==> config.mk <==
export PLATFORM = sky130hd
export DESIGN_NAME = trimmed_mean_sensor_calibrator_core
export DESIGN_NICKNAME = d
export VERILOG_FILES = /design/src/rtl/tmsc_pkg.sv /design/src/rtl/tmsc_stats.sv /design/src/rtl/tmsc_calib.sv /design/src/rtl/trimmed_mean_sensor_calibrator_core.sv
export SDC_FILE = /design/constraint.sdc
export NUM_CORES = 2
export LEC_CHECK = 0
export ABC_AREA = 0
export BUFFER_PORTS_ARGS = -buffer_cell sky130_fd_sc_hd__buf_2
export CAP_MARGIN = 10
export CORE_MARGIN = 5
export CORE_UTILIZATION = 30
export DETAILED_ROUTE_END_ITERATION = 10
export PLACE_DENSITY = 0.51
export SYNTH_ARGS = -nofsm -noshare
export SYNTH_HDL_FRONTEND = slang
export SYNTH_SLANG_ARGS = --single-unit
==> constraint.sdc <==
create_clock -name clk_i -period 8.1 [get_ports clk_i]
set_input_delay 0 -clock clk_i [delete_from_list [all_inputs] [get_ports clk_i]]
set_output_delay 0 -clock clk_i [all_outputs]
set_load 0.01 [all_outputs]
==> src/rtl/tmsc_pkg.sv <==
// shared types and constants of the trimmed-mean sensor calibrator
package tmsc_pkg;

  // samples per batch and trim shift (eight middle samples)
  localparam int unsigned BATCH_LEN  = 10;
  localparam int unsigned TRIM_SHIFT = 3;

  // configuration register indexes
  localparam int unsigned CFG_IDX_W = 3;
  localparam logic [CFG_IDX_W-1:0] REG_MODE       = 3'd0;
  localparam logic [CFG_IDX_W-1:0] REG_ZERO_COUNT = 3'd1;
  localparam logic [CFG_IDX_W-1:0] REG_GAIN       = 3'd2;
  localparam logic [CFG_IDX_W-1:0] REG_OFFSET     = 3'd3;
  localparam logic [CFG_IDX_W-1:0] REG_LOW_LIMIT  = 3'd4;
  localparam logic [CFG_IDX_W-1:0] REG_HIGH_LIMIT = 3'd5;

  localparam int unsigned CFG_DATA_W = 32;
  localparam int unsigned ZERO_W     = 12;

  typedef enum logic [1:0] {
    MODE_LOOP   = 2'd0,
    MODE_LINEAR = 2'd1,
    MODE_DOUBLE = 2'd2
  } mode_e;

  typedef struct packed {
    mode_e              mode;
    logic [ZERO_W-1:0]  zero_count;
    logic signed [31:0] gain;
    logic signed [31:0] offset;
    logic signed [31:0] low_limit;
    logic signed [31:0] high_limit;
  } cfg_t;

  localparam cfg_t CFG_RESET = '{
    mode:       MODE_LINEAR,
    zero_count: '0,
    gain:       32'sd65536,
    offset:     '0,
    low_limit:  '0,
    high_limit: 32'sh7fff_ffff
  };

endpackage

==> src/rtl/tmsc_stats.sv <==
// running sum, maximum, minimum and count of one batch, with the batch register
module tmsc_stats #(
  parameter int unsigned SAMPLE_BITS = 12
) (
  input  logic                   clk_i,
  input  logic                   rst_ni,
  input  logic                   in_valid_i,
  output logic                   in_stall_o,
  input  logic [SAMPLE_BITS-1:0] sample_i,
  output logic                   batch_valid_o,
  input  logic                   batch_ready_i,
  output logic [SAMPLE_BITS+3:0] batch_sum_o,
  output logic [SAMPLE_BITS-1:0] batch_max_o,
  output logic [SAMPLE_BITS-1:0] batch_min_o
);

  localparam int unsigned SumW = SAMPLE_BITS + 4;
  localparam int unsigned CntW = $clog2(tmsc_pkg::BATCH_LEN);

  logic [CntW-1:0]        count_q, count_d;
  logic [SumW-1:0]        sum_q, sum_d;
  logic [SAMPLE_BITS-1:0] max_q, max_d, min_q, min_d;
  logic                   b_valid_q;
  logic [SumW-1:0]        b_sum_q;
  logic [SAMPLE_BITS-1:0] b_max_q, b_min_q;
  logic                   accept, last, first;

  assign last       = (count_q == CntW'(tmsc_pkg::BATCH_LEN - 1));
  assign first      = (count_q == '0);
  // only the closing sample of a batch needs room downstream
  assign in_stall_o = last && b_valid_q && !batch_ready_i;
  assign accept     = in_valid_i && !in_stall_o;

  always_comb begin
    if (first) begin
      sum_d = SumW'(sample_i);
      max_d = sample_i;
      min_d = sample_i;
    end else begin
      sum_d = sum_q + SumW'(sample_i);
      max_d = (sample_i > max_q) ? sample_i : max_q;
      min_d = (sample_i < min_q) ? sample_i : min_q;
    end
    count_d = last ? '0 : count_q + CntW'(1);
  end

  always_ff @(posedge clk_i or negedge rst_ni) begin
    if (!rst_ni) begin
      count_q   <= '0;
      b_valid_q <= 1'b0;
    end else begin
      if (accept) begin
        count_q <= count_d;
      end
      if (accept && last) begin
        b_valid_q <= 1'b1;
      end else if (batch_ready_i) begin
        b_valid_q <= 1'b0;
      end
    end
  end

  always_ff @(posedge clk_i) begin
    if (accept) begin
      sum_q <= sum_d;
      max_q <= max_d;
      min_q <= min_d;
    end
    if (accept && last) begin
      b_sum_q <= sum_d;
      b_max_q <= max_d;
      b_min_q <= min_d;
    end
  end

  assign batch_valid_o = b_valid_q;
  assign batch_sum_o   = b_sum_q;
  assign batch_max_o   = b_max_q;
  assign batch_min_o   = b_min_q;

endmodule

==> src/rtl/tmsc_calib.sv <==
// trimmed average and calibration pipeline with output register
module tmsc_calib #(
  parameter int unsigned SAMPLE_BITS = 12
) (
  input  logic                   clk_i,
  input  logic                   rst_ni,
  input  tmsc_pkg::cfg_t         cfg_i,
  input  logic                   batch_valid_i,
  output logic                   batch_ready_o,
  input  logic [SAMPLE_BITS+3:0] batch_sum_i,
  input  logic [SAMPLE_BITS-1:0] batch_max_i,
  input  logic [SAMPLE_BITS-1:0] batch_min_i,
  output logic                   out_valid_o,
  input  logic                   out_stall_i,
  output logic [SAMPLE_BITS-1:0] average_o,
  output logic signed [31:0]     value_o,
  output logic                   clipped_o
);

  localparam int unsigned SumW = SAMPLE_BITS + 4;
  localparam int unsigned CmpW = (SAMPLE_BITS > tmsc_pkg::ZERO_W) ? SAMPLE_BITS
                                                                  : tmsc_pkg::ZERO_W;
  localparam int unsigned PW   = 32 + CmpW + 1;
  localparam int unsigned EW   = PW + 2;

  logic v_b_q, v_c_q, v_d_q, v_e_q;
  logic rdy_b, rdy_c, rdy_d, rdy_e;

  logic [SumW-1:0]        diff;
  logic [SAMPLE_BITS-1:0] avg_d;
  logic [CmpW-1:0]        oper_d;
  logic [SAMPLE_BITS-1:0] avg_b_q, avg_c_q, avg_d_q, avg_e_q;
  logic [CmpW-1:0]        oper_b_q;
  logic signed [PW-1:0]   prod_d, prod_c_q;
  logic signed [EW-1:0]   prod_ext, offs_ext, low_ext, exact_d, exact_d_q;
  logic signed [EW-1:0]   high_ext, min_ext;
  logic signed [31:0]     value_d, value_e_q;
  logic                   clip_d, clip_e_q;

  // per-stage ready: a stage takes a beat when empty or when it drains
  assign rdy_e         = !v_e_q || !out_stall_i;
  assign rdy_d         = !v_d_q || rdy_e;
  assign rdy_c         = !v_c_q || rdy_d;
  assign rdy_b         = !v_b_q || rdy_c;
  assign batch_ready_o = rdy_b;

  // stage b: trimmed average and mode 0 clamp
  always_comb begin
    diff   = batch_sum_i - SumW'(batch_max_i) - SumW'(batch_min_i);
    avg_d  = diff[tmsc_pkg::TRIM_SHIFT +: SAMPLE_BITS];
    oper_d = CmpW'(avg_d);
    if (cfg_i.mode == tmsc_pkg::MODE_LOOP && CmpW'(avg_d) < CmpW'(cfg_i.zero_count)) begin
      oper_d = CmpW'(cfg_i.zero_count);
    end
  end

  // stage c: gain product
  assign prod_d = PW'($signed(cfg_i.gain)) * PW'($signed({1'b0, oper_b_q}));

  // stage d: offset or low limit
  always_comb begin
    prod_ext = {{2{prod_c_q[PW-1]}}, prod_c_q};
    offs_ext = {{(EW-32){cfg_i.offset[31]}}, cfg_i.offset};
    low_ext  = {{(EW-32){cfg_i.low_limit[31]}}, cfg_i.low_limit};
    unique case (cfg_i.mode)
      tmsc_pkg::MODE_LOOP:   exact_d = prod_ext - offs_ext;
      tmsc_pkg::MODE_DOUBLE: exact_d = (prod_ext <<< 1) + low_ext;
      default:               exact_d = prod_ext + low_ext;
    endcase
  end

  // stage e: clip to high limit, saturate below
  always_comb begin
    high_ext = {{(EW-32){cfg_i.high_limit[31]}}, cfg_i.high_limit};
    min_ext  = {{(EW-31){1'b1}}, 31'b0};
    clip_d   = 1'b0;
    if (exact_d_q > high_ext) begin
      value_d = cfg_i.high_limit;
      clip_d  = 1'b1;
    end else if (exact_d_q < min_ext) begin
      value_d = 32'sh8000_0000;
    end else begin
      value_d = exact_d_q[31:0];
    end
  end

  always_ff @(posedge clk_i or negedge rst_ni) begin
    if (!rst_ni) begin
      v_b_q <= 1'b0;
      v_c_q <= 1'b0;
      v_d_q <= 1'b0;
      v_e_q <= 1'b0;
    end else begin
      if (rdy_b) v_b_q <= batch_valid_i;
      if (rdy_c) v_c_q <= v_b_q;
      if (rdy_d) v_d_q <= v_c_q;
      if (rdy_e) v_e_q <= v_d_q;
    end
  end

  always_ff @(posedge clk_i) begin
    if (rdy_b && batch_valid_i) begin
      avg_b_q  <= avg_d;
      oper_b_q <= oper_d;
    end
    if (rdy_c && v_b_q) begin
      avg_c_q  <= avg_b_q;
      prod_c_q <= prod_d;
    end
    if (rdy_d && v_c_q) begin
      avg_d_q   <= avg_c_q;
      exact_d_q <= exact_d;
    end
    if (rdy_e && v_d_q) begin
      avg_e_q   <= avg_d_q;
      value_e_q <= value_d;
      clip_e_q  <= clip_d;
    end
  end

  assign out_valid_o = v_e_q;
  assign average_o   = avg_e_q;
  assign value_o     = value_e_q;
  assign clipped_o   = clip_e_q;

endmodule

==> src/rtl/trimmed_mean_sensor_calibrator_core.sv <==
// top level of the trimmed-mean sensor calibrator for one converter channel
//
// One converter channel per instance. The block takes one sample beat per clock
// and folds it into a running sum, maximum and minimum. Every tenth sample closes a
// batch: the average of the eight middle samples, (sum - max - min) >> 3, is formed
// and calibrated into a signed Q16.16 value (mode 0: gain * max(avg, zero_count) -
// offset; mode 1 and the unused code 3: gain * avg + low_limit; mode 2:
// 2 * gain * avg + low_limit). A value above high_limit is replaced by high_limit
// and flagged on clipped_o; a value below the 32-bit range saturates to -2^31.
// Rate: one sample per cycle while in_stall_o is low; sum, max and min are
// registered as each sample is taken. A result beat passes from the batch register,
// which loads on the edge that takes the tenth sample, through the trim, multiply
// and add stages and the clip/output register; the result pipeline holds up to five
// batches, so in_stall_o rises only on the closing sample of a batch while all of
// them wait behind a stalled output. The user must write configuration through
// cfg_we_i / cfg_idx_i / cfg_data_i while the block is idle; the block does not
// enforce it. Indexes beyond high_limit are ignored. There is no clearing pass.
module trimmed_mean_sensor_calibrator_core #(
  parameter int unsigned SAMPLE_BITS = 12
) (
  input  logic                                clk_i,
  input  logic                                rst_ni,
  // configuration write port
  input  logic                                cfg_we_i,
  input  logic [tmsc_pkg::CFG_IDX_W-1:0]      cfg_idx_i,
  input  logic [tmsc_pkg::CFG_DATA_W-1:0]     cfg_data_i,
  // sample channel
  input  logic                                in_valid_i,
  output logic                                in_stall_o,
  input  logic [SAMPLE_BITS-1:0]              sample_i,
  // result channel
  output logic                                out_valid_o,
  input  logic                                out_stall_i,
  output logic [SAMPLE_BITS-1:0]              average_o,
  output logic signed [31:0]                  value_o,
  output logic                                clipped_o
);

  tmsc_pkg::cfg_t cfg_q;

  logic                   batch_valid, batch_ready;
  logic [SAMPLE_BITS+3:0] batch_sum;
  logic [SAMPLE_BITS-1:0] batch_max, batch_min;

  // register file: plain indexed writes, out-of-range indexes dropped
  always_ff @(posedge clk_i or negedge rst_ni) begin
    if (!rst_ni) begin
      cfg_q <= tmsc_pkg::CFG_RESET;
    end else if (cfg_we_i) begin
      unique case (cfg_idx_i)
        tmsc_pkg::REG_MODE:       cfg_q.mode       <= tmsc_pkg::mode_e'(cfg_data_i[1:0]);
        tmsc_pkg::REG_ZERO_COUNT: cfg_q.zero_count <= cfg_data_i[tmsc_pkg::ZERO_W-1:0];
        tmsc_pkg::REG_GAIN:       cfg_q.gain       <= $signed(cfg_data_i);
        tmsc_pkg::REG_OFFSET:     cfg_q.offset     <= $signed(cfg_data_i);
        tmsc_pkg::REG_LOW_LIMIT:  cfg_q.low_limit  <= $signed(cfg_data_i);
        tmsc_pkg::REG_HIGH_LIMIT: cfg_q.high_limit <= $signed(cfg_data_i);
        default: ;
      endcase
    end
  end

  // batch statistics, one sample beat per cycle unless in_stall_o is raised
  tmsc_stats #(
    .SAMPLE_BITS(SAMPLE_BITS)
  ) u_stats (
    .clk_i        (clk_i),
    .rst_ni       (rst_ni),
    .in_valid_i   (in_valid_i),
    .in_stall_o   (in_stall_o),
    .sample_i     (sample_i),
    .batch_valid_o(batch_valid),
    .batch_ready_i(batch_ready),
    .batch_sum_o  (batch_sum),
    .batch_max_o  (batch_max),
    .batch_min_o  (batch_min)
  );

  // trimmed average and calibration, ending in the output register
  tmsc_calib #(
    .SAMPLE_BITS(SAMPLE_BITS)
  ) u_calib (
    .clk_i        (clk_i),
    .rst_ni       (rst_ni),
    .cfg_i        (cfg_q),
    .batch_valid_i(batch_valid),
    .batch_ready_o(batch_ready),
    .batch_sum_i  (batch_sum),
    .batch_max_i  (batch_max),
    .batch_min_i  (batch_min),
    .out_valid_o  (out_valid_o),
    .out_stall_i  (out_stall_i),
    .average_o    (average_o),
    .value_o      (value_o),
    .clipped_o    (clipped_o)
  );

endmodule

* After elaboration in Yosys (flattened, before gate mapping) *
Index checks and enable logic that the tools add are counted.

cells by class
  add/subtract/negate cells = 7
  multiply operators = 1
  order comparisons = 5
  equal/unequal tests = 7
  multiplexer cells = 13
  reduce and logical (&&, ||, !) cells = 30

operators with widths
  cell                                                                            count
  47-bit one-hot mux with 2 select lines                                          1
  32-bit 2-to-1 mux                                                               2
  12-bit 2-to-1 mux                                                               5
  46-bit by 32-bit adder with 47-bit output                                       1
  47-bit by 32-bit > comparator with 1-bit output                                 1
  47-bit by 32-bit less-than comparator with 1-bit output, second input constant  1
  45-bit by 32-bit adder with 46-bit output                                       1
  45-bit by 32-bit subtractor with 46-bit output                                  1
  32-bit by 13-bit multiplier with 45-bit output                                  1
  15-bit by 12-bit subtractor with 15-bit output                                  2
  12-bit less-than comparator                                                     2
  16-bit by 12-bit adder with 16-bit output                                       1
  16-bit 2-to-1 mux                                                               1
  12-bit > comparator                                                             1
  2-bit AND reduction                                                             6
  1-bit logical AND                                                               9
  1-bit logical NOT                                                               7
  3-bit by 2-bit equality test with 1-bit output, second input constant           2
  3-bit equality test, second input constant                                      2
  4-bit by 1-bit adder with 4-bit output, second input constant                   1
  4-bit equality test, second input constant                                      1
  4-bit logical NOT                                                               1
  1-bit logical OR                                                                4
  4-bit 2-to-1 mux                                                                1
  6 further kinds                                                                 8

storage, ports and cells
  flip-flop bits (word level) = 415
  input bits = 52
  output and inout bits = 47
  logic and storage cells = 90

* Logic depth before layout (Yosys ltp) *
  word-level depth = 11
  depth in mapped cells = 24
  gate-level depth less buffers = 23

* By module *
From an unflattened synthesis, not the netlist that was laid out.

second synthesis, totals
  cells, all modules = 4052
  area total of the unflattened synthesis = 39794.4 µm²

modules (own cells, without submodules)
  module                               times used  cells each  area each (µm²)  sequential area each (µm²)
  tmsc_calib                           1           3345        29723.5          5655.4
  trimmed_mean_sensor_calibrator_core  1           305         5367.6           3594.7
  tmsc_stats                           1           402         4703.3           2527.4

* Least setup slack after synthesis *
OpenSTA, ideal clock, no wires.

  path kind = reg2reg
  start = reg cfg_q[112] (netlist name)
  end = reg u_calib.prod_c_q[43] (data pin)
  arrival time = 5.998 ns
  required time = 7.831 ns
  setup slack = 1.833 ns
  stages on the path, launching flop included = 23
  path buffers = 2
  period minus slack after synthesis = 6.267 ns
  cells stage by stage = dfstp_2 clkbuf_1 nand2_1 fa_1 inv_1 fa_1 fa_1 fa_1 inv_1 fa_1 inv_1 ha_1 buf_2 a21o_1 nor3_1 o21ai_0 a311o_1 o2111a_1 a2111o_1 o22a_1 a41oi_2 o31ai_1 xor2_1

between the ends
  cells in the longest elaborated chain, start to end = 1

ends and longest elaborated chain
  item                                            line                                       source
  start: declaration                              trimmed_mean_sensor_calibrator_core.sv:39  tmsc_pkg::cfg_t cfg_q;
  start signal: assignment                        trimmed_mean_sensor_calibrator_core.sv:48  cfg_q <= tmsc_pkg::CFG_RESET;
  32-bit by 13-bit multiplier with 45-bit output  tmsc_calib.sv:58                           assign prod_d = PW'($signed(cfg_i.gain)) * PW'($signed({1'b0, oper_b_q}));
  via u_calib.prod_d[43]                          tmsc_calib.sv:34                           logic signed [PW-1:0] prod_d, prod_c_q;
  end signal: assignment                          tmsc_calib.sv:108                          prod_c_q <= prod_d;
  end: declaration                                tmsc_calib.sv:34

The timed path passes the listed nets, and every way through them passes these cells.
A chain may end at the register's enable or synchronous reset.

* Worst setup path after layout *
  start = reg u_calib.oper_b_q[5]
  end = reg u_calib.prod_c_q[43] (data pin)

between the ends
  cells in the longest elaborated chain, start to end = 1

ends and longest elaborated chain
  item                                            line               source
  start: declaration                              tmsc_calib.sv:33   logic [CmpW-1:0] oper_b_q;
  start signal: assignment                        tmsc_calib.sv:104  oper_b_q <= oper_d;
  32-bit by 13-bit multiplier with 45-bit output  tmsc_calib.sv:58
  via u_calib.prod_d[43]                          tmsc_calib.sv:34

The timed path passes the listed nets, and every way through them passes these cells.

==> impl_metrics.ini <==
[synthesis]
synth.distinct_cells = 76
synth_cells = 3914
synth_edf_count = 263
synth_common_cells = 616 x inv_1, 385 x nand2_1, 353 x fa_1, 326 x ha_1, 263 x edfxtp_1
synth_flop_cell = edfxtp_1
yosys.area.top_type = edfxtp_1
ys_seq_area_share_pct = 30.19
netlist_top_cells_area = edfxtp_1 20%, fa_1 18%, ha_1 11%
yosysMostFrequentCell = inv_1
netlist_area_mm2 = 0.03881
syn_avg_cell_area_um2 = 9.917
synth_warnings = 0
syn-num-nets = 4645
synth_top_cell_area_share_pct = 20.35
ys_seq_elements = 414
async_reset_ff_share_pct = 36.47

[global_routing]
top_usage_layer = met2
grt_util_met1_pct = 20.42
overflow = 0
grt.total_usage_pct = 14.76
met2_usage_pct = 23.98
grt_max_degree = 56
grt_pass1_vias = 28900
use_met3_pct = 2.133
grt_pass1_wl_um = 161600
grt_antenna_before_repair = 8

[worst_setup_path]
crit_slowest_cell = edfxtp_1
path_delay_family = adder cells
r2r_end = u_calib.prod_c_q[43]$_DFFE_PP_
slowest_delay_ns = 1.06
arrival_ns = 7.47
crit_buf_inv = 4
r2r_slack_ns = 1.0
cp_max_fo = 24
end_kind = register
cp_cell_sequence = buf_4, nand2_1, fa_1, fa_1, inv_1, fa_1, fa_1, inv_1, fa_1, inv_1, ha_1, a211o_1, a211oi_2, o31a_2, a311oi_1, o2111a_1, a2111o_1, o22a_1, a41oi_2, o31ai_1, xor2_1
worstReg2RegStart = u_calib.oper_b_q[5]$_DFFE_PP_
crit_cells = 21
required_ns = 8.47
worstSetupStartpointType = register
crit_type = reg -> reg
rr_worst_depth = 21
cp_common_cell = fa_1

[die]
pin_count = 99
die_y_um = 369.7
die-area_mm2 = 0.1367
num_rows = 132
start_util_pct = 30.09
die_w_um = 369.7
core-area_mm2 = 0.1290

[timing]
min_period_ns = 7.104
hold_viol_final = 0
slew_violations = 0
fmax_mhz = 140.8
fin_skew_ns = 0.05877
finalSetupTns_ns = 0
rsz0062_at_grt = no
setup_viol = 0
slew_headroom_pct = 27.43
finalCritPeriodShare_pct = 87.70
tightest_slew_ns = 1.089

[drt]
postRouteAntennaNets = 0
drt-vias-per-instance = 4.731
first_pass_iters = 5
vias = 27400
dr.first_iter.drc_count = 1362
routed_wl_um = 100100
drc_errors = 0
wl_per_cell_um = 17.29

[hold_path]
min_path_cells = 3
hp-class = in -> reg
hold_start = out_stall_i
min_to = u_calib.out_valid_o$_DFFE_PN0P_

[placed_design]
placed_area_mm2 = 0.04126
place_hpwl_um = 79380
place_congestion = 0.8632
portBuffers = 98
dp.cells = 5639

[clocking]
htree_levels = 2
cts_buffers = 49
cts_tree = yes
cts.sinks = 414
ctsResizeCount = 0
postCtsSetupRepairBufs = 0
clock_latency_ns = 0.63
clockBufferDepth = 3
ctsHoldBuffers = 55
cts_root_buf = clkbuf_16
path_clk_slew_ns = 0.06

[finish]
stdcell_count = 5791
final_nets = 4734
design_area_mm2 = 0.04356
multi_input_comb_area_mm2 = 0.02428
syn2layout_area_growth_pct = 12.22
regArea_mm2 = 0.01172
fill_cells = 13170
post_route_cells_drive_above_1_share_pct = 11.13
utilization_pct = 33.77

[flow_run]
cap_violations = 0

[run_status]
status = finished clean
## cell families (layout without fill, tap and decap cells)
kind of cell	count (synthesis)	in the layout	synth area share, %
and+or+nand+nor	926	926	11.46
buffers and inverters	768	897	7.456
AOI/OAI and AO/OA	737	737	12.22
adders and majority gates	679	679	28.72
DFF	414	414	30.19
muxes	198	198	5.628
xor gates and xnor gates	192	192	4.332
other	0	6	0
## state kept, by name, summed over array words and instances, names as in the netlist, 15 cells and up
signal and cells:
cfg_q 142, u_calib.exact_d_q 47, u_calib.prod_c_q 45, u_calib.value_o 32, u_stats.batch_sum_o 15, u_stats.sum_q 15
## cell type report
type	instances	area share (%)
clock buffer	66	3.243
inverter	616	5.308
timing repair buffer	190	3.082
tap	1742	5.004
antenna	6	0.03447
sequential	414	26.90
multi-input combinational	2732	55.73
clock inverter	25	0.6894
## layout by cell type (no fill, tap or decap), drive strengths merged, types with 20 or more instances in the layout
cell type / n
mux2: 162
nor3: 23
and2: 190
fa: 353
nand2: 385
mux2i: 36
a211oi: 46
o21a: 20
and3: 22
xnor2: 106
nand3: 39
edfxtp: 263
dfstp: 33
o21ai: 137
xor2: 86
buf: 136
o21bai: 26
a21o: 121
clkbuf: 66
dfrtp: 118
inv: 620
dlygate4sd3: 54
nor2: 135
a21oi: 243
nand4: 50
ha: 326
nand2b: 22
nor2b: 22
## metrics by stage
stage	setup slack (ns)	hold WS, ns
6_report	0.9963	0.2426
5_1_grt	0.6834	0.2608
4_1_cts	1.025	0.1857
3_5_place_dp	1.046	0.01922
3_3_place_gp	1.117	0.01106
2_1_floorplan	1.833	-0.2956
## worst max path at each step
| stage | start | endpoint |
|---|---|---|
| 6_report | u_calib.oper_b_q[5]$_DFFE_PP_ | u_calib.prod_c_q[43]$_DFFE_PP_ |
| 5_1_grt | u_calib.oper_b_q[5]$_DFFE_PP_ | u_calib.prod_c_q[43]$_DFFE_PP_ |
| 4_1_cts | u_calib.oper_b_q[5]$_DFFE_PP_ | u_calib.prod_c_q[43]$_DFFE_PP_ |
| 3_5_place_dp | u_calib.oper_b_q[5]$_DFFE_PP_ | u_calib.prod_c_q[43]$_DFFE_PP_ |
| 3_3_place_gp | u_calib.oper_b_q[5]$_DFFE_PP_ | u_calib.prod_c_q[43]$_DFFE_PP_ |
| 2_1_floorplan | cfg_q[112]$_DFFE_PN1P_ | u_calib.prod_c_q[43]$_DFFE_PP_ |
## layer usage
| layer | part of all wire, % | wire length, um | vias to the layer above |
|---|---|---|---|
| met4 | 3.0 | 2957 | 0 |
| li1 | - | - | 13350 |
| met3 | 4.9 | 4925 | 149 |
| met5 | 0 | 0 | - |
| met2 | 45 | 45080 | 569 |
| met1 | 47 | 47160 | 13340 |
## worst reg2reg max path, cell delays in order, from the launching register on
cell and delay, ns:
edfxtp_1 1.06, buf_4 0.29, nand2_1 0.08, fa_1 0.52, fa_1 0.41, inv_1 0.09
fa_1 0.41, fa_1 0.49, inv_1 0.05, fa_1 0.52, inv_1 0.04, ha_1 0.33
a211o_1 0.32, a211oi_2 0.25, o31a_2 0.25, a311oi_1 0.21, o2111a_1 0.29, a2111o_1 0.47
o22a_1 0.27, a41oi_2 0.26, o31ai_1 0.10, xor2_1 0.15
Power is not shown: default switching activity piles up to over one toggle a cycle in this logic, so the estimate is an artifact.
